`config.mk`:
```
export PLATFORM = sky130hd
export DESIGN_NAME = frame_motion_field_counter_core
export DESIGN_NICKNAME = d
export VERILOG_FILES = /design/src/sv/fmfc_pkg.sv /design/src/sv/fmfc_motion.sv /design/src/sv/frame_motion_field_counter_core.sv
export SDC_FILE = /design/constraint.sdc
export NUM_CORES = 1
export LEC_CHECK = 0
export BUFFER_PORTS_ARGS = -buffer_cell sky130_fd_sc_hd__buf_2
export CELL_PAD_IN_SITES_DETAIL_PLACEMENT = 1
export CELL_PAD_IN_SITES_GLOBAL_PLACEMENT = 1
export CORE_MARGIN = 2
export CORE_UTILIZATION = 48
export DETAILED_ROUTE_END_ITERATION = 16
export PLACE_DENSITY = 0.79
export SLEW_MARGIN = 30
export SYNTH_ARGS = -nofsm -noshare
export SYNTH_HDL_FRONTEND = slang
export SYNTH_HIERARCHICAL = 1
export SYNTH_SLANG_ARGS = --single-unit
```
`constraint.sdc`:
```
create_clock -name clk_i -period 11.1 [get_ports clk_i]
set_input_delay 2.22 -clock clk_i [delete_from_list [all_inputs] [get_ports clk_i]]
set_output_delay 2.22 -clock clk_i [all_outputs]
set_load 0.01 [all_outputs]
```
`src/sv/fmfc_pkg.sv`:
```
// ----------------------------------------------------------------------------
// fmfc_pkg
// shared widths, constants and register indexes of the frame motion field
// counter
// ----------------------------------------------------------------------------
package fmfc_pkg;

  localparam int unsigned PIX_W  = 8;
  localparam int unsigned DIFF_W = 9;
  localparam int unsigned MOT_W  = 8;
  localparam int unsigned SUM_W  = 10;
  localparam int unsigned THR_W  = 10;
  localparam int unsigned DIM_W  = 13;
  localparam int unsigned CNT_W  = 23;
  localparam int unsigned POS_W  = 14;
  localparam int unsigned IDX_W  = 2;

  localparam int unsigned IN_TDATA_W  = 16;
  localparam int unsigned OUT_TDATA_W = 96;

  localparam int unsigned MAX_LINE_WIDTH_DEF   = 4096;
  localparam int unsigned MAX_FRAME_HEIGHT_DEF = 4096;

  localparam logic [POS_W-1:0] EDGE_MARGIN = POS_W'(16);

  localparam logic [DIM_W-1:0] WIDTH_RST  = DIM_W'(720);
  localparam logic [DIM_W-1:0] HEIGHT_RST = DIM_W'(480);
  localparam logic [THR_W-1:0] STRONG_RST = THR_W'(36);
  localparam logic [THR_W-1:0] WEAK_RST   = THR_W'(18);

  localparam logic [CNT_W-1:0] CNT_MAX = {CNT_W{1'b1}};

  localparam logic [IDX_W-1:0] CFG_FRAME_WIDTH  = IDX_W'(0);
  localparam logic [IDX_W-1:0] CFG_FRAME_HEIGHT = IDX_W'(1);
  localparam logic [IDX_W-1:0] CFG_STRONG_THR   = IDX_W'(2);
  localparam logic [IDX_W-1:0] CFG_WEAK_THR     = IDX_W'(3);

  typedef logic signed [DIFF_W-1:0] diff_t;
  typedef logic [MOT_W-1:0]         mot_t;
  typedef logic [CNT_W-1:0]         cnt_t;

endpackage

```
`src/sv/fmfc_motion.sv`:
```
// ----------------------------------------------------------------------------
// fmfc_motion
// motion value of the center pixel: |b| - |a + d - 2b|, clamped to 0..255
// ----------------------------------------------------------------------------
module fmfc_motion (
  input  fmfc_pkg::diff_t diff_a_i,
  input  fmfc_pkg::diff_t diff_b_i,
  input  fmfc_pkg::diff_t diff_d_i,
  output fmfc_pkg::mot_t  motion_o
);
  import fmfc_pkg::*;

  localparam int unsigned EXT_W = DIFF_W + 2;

  logic signed [EXT_W-1:0] a_x, b_x, d_x;
  logic signed [EXT_W-1:0] sec_diff, abs_sec, abs_b, m_raw;

  always_comb begin
    a_x      = EXT_W'(diff_a_i);
    b_x      = EXT_W'(diff_b_i);
    d_x      = EXT_W'(diff_d_i);
    sec_diff = a_x + d_x - (b_x <<< 1);
    abs_sec  = sec_diff[EXT_W-1] ? -sec_diff : sec_diff;
    abs_b    = b_x[EXT_W-1] ? -b_x : b_x;
    m_raw    = abs_b - abs_sec;
    motion_o = m_raw[EXT_W-1] ? '0 : m_raw[MOT_W-1:0];
  end

endmodule

```
`src/sv/frame_motion_field_counter_core.sv`:
```
// ----------------------------------------------------------------------------
// frame_motion_field_counter_core
// counts strong and weak motion hits on even and odd rows of each frame
// a beat taken into the input register is processed when it advances; the frame
//   result is registered as the frame's last beat advances
// throughput: one pixel pair per cycle, set by the single input register and
//   the window update; stalls only while a frame's last beat meets
//   a waiting result
// reset: positions, windows and counts clear, registers take default thresholds and sizes
// ----------------------------------------------------------------------------
module frame_motion_field_counter_core #(
  parameter int unsigned MAX_LINE_WIDTH   = fmfc_pkg::MAX_LINE_WIDTH_DEF,
  parameter int unsigned MAX_FRAME_HEIGHT = fmfc_pkg::MAX_FRAME_HEIGHT_DEF
) (
  input  logic                               clk_i,
  input  logic                               rst_ni,
  input  logic                               cfg_we_i,
  input  logic [fmfc_pkg::IDX_W-1:0]         cfg_idx_i,
  input  logic [fmfc_pkg::DIM_W-1:0]         cfg_data_i,
  input  logic                               s_axis_tvalid,
  output logic                               s_axis_tready,
  // cur_pixel, prev_pixel
  input  logic [fmfc_pkg::IN_TDATA_W-1:0]    s_axis_tdata,
  output logic                               m_axis_tvalid,
  input  logic                               m_axis_tready,
  // even_strong_count, odd_strong_count, even_weak_count, odd_weak_count
  output logic [fmfc_pkg::OUT_TDATA_W-1:0]   m_axis_tdata
);
  import fmfc_pkg::*;

  localparam int unsigned COL_W = $clog2(MAX_LINE_WIDTH);
  localparam int unsigned ROW_W = $clog2(MAX_FRAME_HEIGHT);
  localparam logic [POS_W-1:0] MAX_W = POS_W'(MAX_LINE_WIDTH);
  localparam logic [POS_W-1:0] MAX_H = POS_W'(MAX_FRAME_HEIGHT);
  localparam int unsigned PAD_W = OUT_TDATA_W - 4 * CNT_W;

  logic [DIM_W-1:0] width_q, height_q;
  logic [THR_W-1:0] strong_q, weak_q;

  logic             in_vld_q;
  logic [PIX_W-1:0] cur_q, prev_q;
  logic             in_acc, advance;

  logic [COL_W-1:0] col_q, col_d;
  logic [ROW_W-1:0] row_q, row_d;
  diff_t            diff0_q, diff1_q, diff_cur;
  mot_t             mot0_q, mot1_q, mot_cur;
  cnt_t             es_q, os_q, ew_q, ow_q;
  cnt_t             es_d, os_d, ew_d, ow_d;

  logic             out_vld_q;
  cnt_t             o_es_q, o_os_q, o_ew_q, o_ow_q;

  logic [POS_W-1:0] w_eff, h_eff, col_x, row_x;
  logic [SUM_W-1:0] sum;
  logic             row_ok, col_ok, col_end, row_end, frame_end, odd;
  logic             hit_s, hit_w, out_load;

  // configuration
  always_ff @(posedge clk_i or negedge rst_ni) begin
    if (!rst_ni) begin
      width_q  <= WIDTH_RST;
      height_q <= HEIGHT_RST;
      strong_q <= STRONG_RST;
      weak_q   <= WEAK_RST;
    end else if (cfg_we_i) begin
      case (cfg_idx_i)
        CFG_FRAME_WIDTH:  width_q  <= cfg_data_i;
        CFG_FRAME_HEIGHT: height_q <= cfg_data_i;
        CFG_STRONG_THR:   strong_q <= cfg_data_i[THR_W-1:0];
        CFG_WEAK_THR:     weak_q   <= cfg_data_i[THR_W-1:0];
        default: ;
      endcase
    end
  end

  // handshake
  assign advance       = in_vld_q && (!frame_end || !out_vld_q || m_axis_tready);
  assign s_axis_tready = !in_vld_q || advance;
  assign in_acc        = s_axis_tvalid && s_axis_tready;

  always_ff @(posedge clk_i or negedge rst_ni) begin
    if (!rst_ni) begin
      in_vld_q <= 1'b0;
    end else if (in_acc) begin
      in_vld_q <= 1'b1;
    end else if (advance) begin
      in_vld_q <= 1'b0;
    end
  end

  always_ff @(posedge clk_i) begin
    if (in_acc) begin
      cur_q  <= s_axis_tdata[PIX_W-1:0];
      prev_q <= s_axis_tdata[2*PIX_W-1:PIX_W];
    end
  end

  // per-pixel datapath
  assign diff_cur = $signed({1'b0, cur_q}) - $signed({1'b0, prev_q});

  fmfc_motion u_motion (
    .diff_a_i (diff0_q),
    .diff_b_i (diff1_q),
    .diff_d_i (diff_cur),
    .motion_o (mot_cur)
  );

  always_comb begin
    w_eff = (POS_W'(width_q) > MAX_W) ? MAX_W : POS_W'(width_q);
    h_eff = (POS_W'(height_q) > MAX_H) ? MAX_H : POS_W'(height_q);
    col_x = POS_W'(col_q);
    row_x = POS_W'(row_q);
    sum   = SUM_W'(mot0_q) + SUM_W'(mot1_q) + SUM_W'(mot_cur);

    row_ok    = (row_x >= EDGE_MARGIN) && (row_x + EDGE_MARGIN + POS_W'(1) <= h_eff);
    col_ok    = (col_x >= EDGE_MARGIN + POS_W'(2)) &&
                (col_x + EDGE_MARGIN - POS_W'(1) <= w_eff);
    col_end   = (col_x + POS_W'(1)) >= w_eff;
    row_end   = (row_x + POS_W'(1)) >= h_eff;
    frame_end = col_end && row_end;
    odd       = row_q[0];

    hit_s = row_ok && col_ok && (sum > strong_q);
    hit_w = row_ok && col_ok && (sum > weak_q);

    es_d = (hit_s && !odd && es_q != CNT_MAX) ? es_q + cnt_t'(1) : es_q;
    os_d = (hit_s &&  odd && os_q != CNT_MAX) ? os_q + cnt_t'(1) : os_q;
    ew_d = (hit_w && !odd && ew_q != CNT_MAX) ? ew_q + cnt_t'(1) : ew_q;
    ow_d = (hit_w &&  odd && ow_q != CNT_MAX) ? ow_q + cnt_t'(1) : ow_q;

    col_d = col_end ? '0 : COL_W'(col_x + POS_W'(1));
    row_d = row_q;
    if (col_end) begin
      row_d = row_end ? '0 : ROW_W'(row_x + POS_W'(1));
    end
  end

  assign out_load = advance && frame_end;

  always_ff @(posedge clk_i or negedge rst_ni) begin
    if (!rst_ni) begin
      col_q   <= '0;
      row_q   <= '0;
      diff0_q <= '0;
      diff1_q <= '0;
      mot0_q  <= '0;
      mot1_q  <= '0;
      es_q    <= '0;
      os_q    <= '0;
      ew_q    <= '0;
      ow_q    <= '0;
    end else if (advance) begin
      col_q   <= col_d;
      row_q   <= row_d;
      diff0_q <= diff1_q;
      diff1_q <= diff_cur;
      mot0_q  <= mot1_q;
      mot1_q  <= mot_cur;
      if (frame_end) begin
        es_q <= '0;
        os_q <= '0;
        ew_q <= '0;
        ow_q <= '0;
      end else begin
        es_q <= es_d;
        os_q <= os_d;
        ew_q <= ew_d;
        ow_q <= ow_d;
      end
    end
  end

  // result register
  always_ff @(posedge clk_i or negedge rst_ni) begin
    if (!rst_ni) begin
      out_vld_q <= 1'b0;
    end else if (out_load) begin
      out_vld_q <= 1'b1;
    end else if (m_axis_tready) begin
      out_vld_q <= 1'b0;
    end
  end

  always_ff @(posedge clk_i) begin
    if (out_load) begin
      o_es_q <= es_d;
      o_os_q <= os_d;
      o_ew_q <= ew_d;
      o_ow_q <= ow_d;
    end
  end

  assign m_axis_tvalid = out_vld_q;
  assign m_axis_tdata  = {{PAD_W{1'b0}}, o_ow_q, o_ew_q, o_os_q, o_es_q};

  // checks
  a_no_overwrite: assert property (@(posedge clk_i) disable iff (!rst_ni)
    out_load |-> (!out_vld_q || m_axis_tready))
    else $error("pending result overwritten");

  a_counts_clear: assert property (@(posedge clk_i) disable iff (!rst_ni)
    out_load |=> (es_q == '0 && os_q == '0 && ew_q == '0 && ow_q == '0))
    else $error("counters not cleared after frame end");

  a_row_wrap: assert property (@(posedge clk_i) disable iff (!rst_ni)
    (advance && col_end) |=> (col_q == '0))
    else $error("column not wrapped at row end");

  a_stall_hold: assert property (@(posedge clk_i) disable iff (!rst_ni)
    !s_axis_tready |-> (in_vld_q && out_vld_q))
    else $error("input stalled without a waiting result");

endmodule

```
==> flow_summary.ini <==
[final_layout]
syn_to_final_growth_pct = 12.4
nets = 2257
antenna_cells = 0
fin_area_um2 = 21500
fillers = 4505
final_cell_mix = 277 x nand2_1, 186 x dfrtp_1, 128 x buf_2
instances_no_fill = 2642
drive_gt1_frac = 0.151
final_common_cell = nand2_1
ff_latch_area_um2 = 8210
multi_input_area_um2 = 10100

[floorplanning]
dieWidth_um = 204
die_y_um = 204
dieArea_um2 = 41500
num_io_pins = 134
initial_core_util = 0.484
coreArea_um2 = 39500
row_count = 73

[global_route]
overflow = 0
grt_max_degree = 76
grt_pass1_wl_um = 87600
grt_pass1_vias = 16700
grt_usage = 0.263
antenna_found_initial = 2

[place]
place_hpwl_um = 37700
place_area_um2 = 20200
dp_slack_ps = 184
gp_congestion = 0.856
port_buffers = 129
dp.cells = 2568

[power_and_ir_drop]
pwr-share-comb = 0.640
p_int_mw = 3.70
p_seq_frac = 0.197
p_per_area_nw_per_um2 = 342
swShare = 0.497
p_clk_frac = 0.164
p_leak_nw = 9.32
ir_worst_vdd_v = 0.000323
p_sw_mw = 3.66

[worst_setup_path]
path_max_fanout = 10
regToRegSetupSlack_ps = 650
startpoint_type = flip-flop
crit_type = flip-flop to flip-flop
slowest_stage = or4_1
worstPathArrival_ps = 10920
required_ps = 11570
critPathMaxStageDelay_ps = 560
cp-end-kind = flip-flop

[detailed_routing]
detail-route-antenna-nets = 0
drcViolationCount = 0
wire_per_inst_um = 20.6
drt_iter0_markers = 790
wl_um = 54600
dr.pass1.iters = 5
via_per_inst = 5.98
vias = 15800

[clocking]
cts.reportedPaths.clkPinSlew_ps = 60
cts_tree = yes
cts_made_buffers = 37
ctsLongestPathBuffers = 3
htree_levels = 2
root_buffer = clkbuf_16
worstSkewPairLatency_ps = 550
cts_sinks = 306

[timing]
hold_viol_final = 0
max_freq_ghz = 0.0957
max_slew_margin = 0.400
post-route-period-util = 0.941
maxSlewViolCount = 0
setup_violations = 0
setup_ws_ps = 654
worst_pin_slew_ps = 889
fin_crit_ps = 10450
skew_ps = 18.8

[yosys]
ys_ff_latch = 306
seq_area_frac_synth = 0.429
syn_area_per_cell_um2 = 9.54
synth.distinct_cells = 75
synthArstFlopShare = 0.647
synth_top_area_cell = dfrtp_1
synth_top_area_share = 0.243
yosys_warnings = 6
synthTopCellsByArea = dfrtp_1 24%, edfxtp_1 17%, ha_1 7.4%, nand2_1 5.4%, xnor2_1 4.4%
synth_edf_count = 108
synth_cells = 2008
syn_area_um2 = 19200
ys.flop_type = dfrtp_1

[min_path]
hold_path_class = flip-flop to flip-flop

[outcome]
status = completed

[run]
cap_viol_max_count = 0
==> worst max-delay path, delay by kind of cell (launching register included) <==
family	cells	cell delay (ps)
AO/OA/AOI/OAI	18	3420
buffers and inverters	6	770
multiplexers	1	190
AND/OR/NAND/NOR	9	2260
adder cells (fa/ha/maj)	7	2680
XOR/XNOR	3	610
flip-flops	1	420
==> routing by layer <==
layer	wire [um]	track usage
met1	23600	0.338
met2	26900	0.450
met3	2320	0.0380
met4	1820	0.102
met5	0	0
==> sequential cells by signal (all words and copies together) (netlist names), 9 cells and up <==
| name | cells |
|---|---|
| col_q | 12 |
| os_q | 23 |
| width_q | 13 |
| ow_q | 23 |
| o_ow_q | 23 |
| o_os_q | 23 |
| weak_q | 10 |
| diff1_q | 9 |
| ew_q | 23 |
| o_ew_q | 23 |
| strong_q | 10 |
| height_q | 13 |
| es_q | 23 |
| diff0_q | 9 |
| o_es_q | 23 |
| row_q | 12 |
==> metrics by stage <==
step / utilization / power (mW) / setup TNS [ps] / hold slack (ps)
2_1_floorplan: - / 4.60 / 0 / 438
3_3_place_gp: 0.510 / 5.58 / 0 / 456
3_5_place_dp: 0.511 / 5.90 / 0 / 469
4_1_cts: 0.541 / 7.17 / 0 / 483
5_1_grt: 0.545 / 7.94 / -765 / 510
6_report: 0.545 / 7.35 / 0 / 480
==> path summary, 6_finish.rpt <==
| check | from | to | cells past startpoint |
|---|---|---|---|
| worst min register to register | diff0_q[3] | diff0_q[3] | 2 |
| min in group asynchronous | rst_ni | row_q[9] | 1 |
| worst max register to register | prev_q[1] | os_q[14] | 44 |
| worst min-delay path | diff0_q[3] | diff0_q[3] | 2 |
| max in group asynchronous | rst_ni | ew_q[16] | 2 |
| worst max-delay path | prev_q[1] | os_q[14] | 44 |
==> power by group through the flow <==
stage                     logic, mW  clock network [mW]  registers, mW
final                          4.71                1.20           1.45
after global routing           5.21                1.27           1.46
after CTS                      4.49                1.23           1.44
after detailed placement       4.44                   0           1.46
after global placement         4.13                   0           1.45
after floorplan                3.19                   0           1.41
==> repair_timing <==
action	in CTS	in global routing
hold buffers	0	0
endpoints found under the setup margin	0	184
gates resized for setup	0	17
setup buffers	0	5
==> area by class of cell <==
cell class                      instances  area share
Inverter                              125      0.0218
Clock buffer                           48      0.0492
Clock inverter                         20     0.00651
Multi-Input combinational cell       1464       0.470
Timing Repair Buffer                  154      0.0404
Sequential cell                       306       0.381
Tap cell                              525      0.0305
==> synth_stat cells (all sizes together) (4+ instances only) <==
master and instances:
a2111oi 5, a211o 10, a211oi 14, a21o 41
a21oi 44, a31o 14, a31oi 81, a32o 5
a41oi 16, and2 17, and3 27, and4 22
buf 35, clkbuf 81, dfrtp 186, dfstp 12
edfxtp 108, fa 20, ha 113, inv 125
mux2 50, nand2 277, nand2b 23, nand3 91
nand3b 4, nand4 54, nor2 107, nor2b 13
nor3 46, nor4 22, o2111ai 5, o211ai 24
o21a 7, o21ai 74, o22a 5, o31a 8
o31ai 8, o41ai 4, or2 4, or3 6
or4 16, xnor2 98, xor2 58
==> kinds of logic after synthesis <==
family                     share of synthesized area
muxes                                         0.0299
adders and majority gates                     0.0947
DFF                                            0.429
xor gates and xnor gates                      0.0721
AOI/OAI and AO/OA                              0.138
and+or+nand+nor                                0.187
buffers and inverters                         0.0498
other                                       0.000392
No activity file was read; power rests on OpenSTA's default activity.
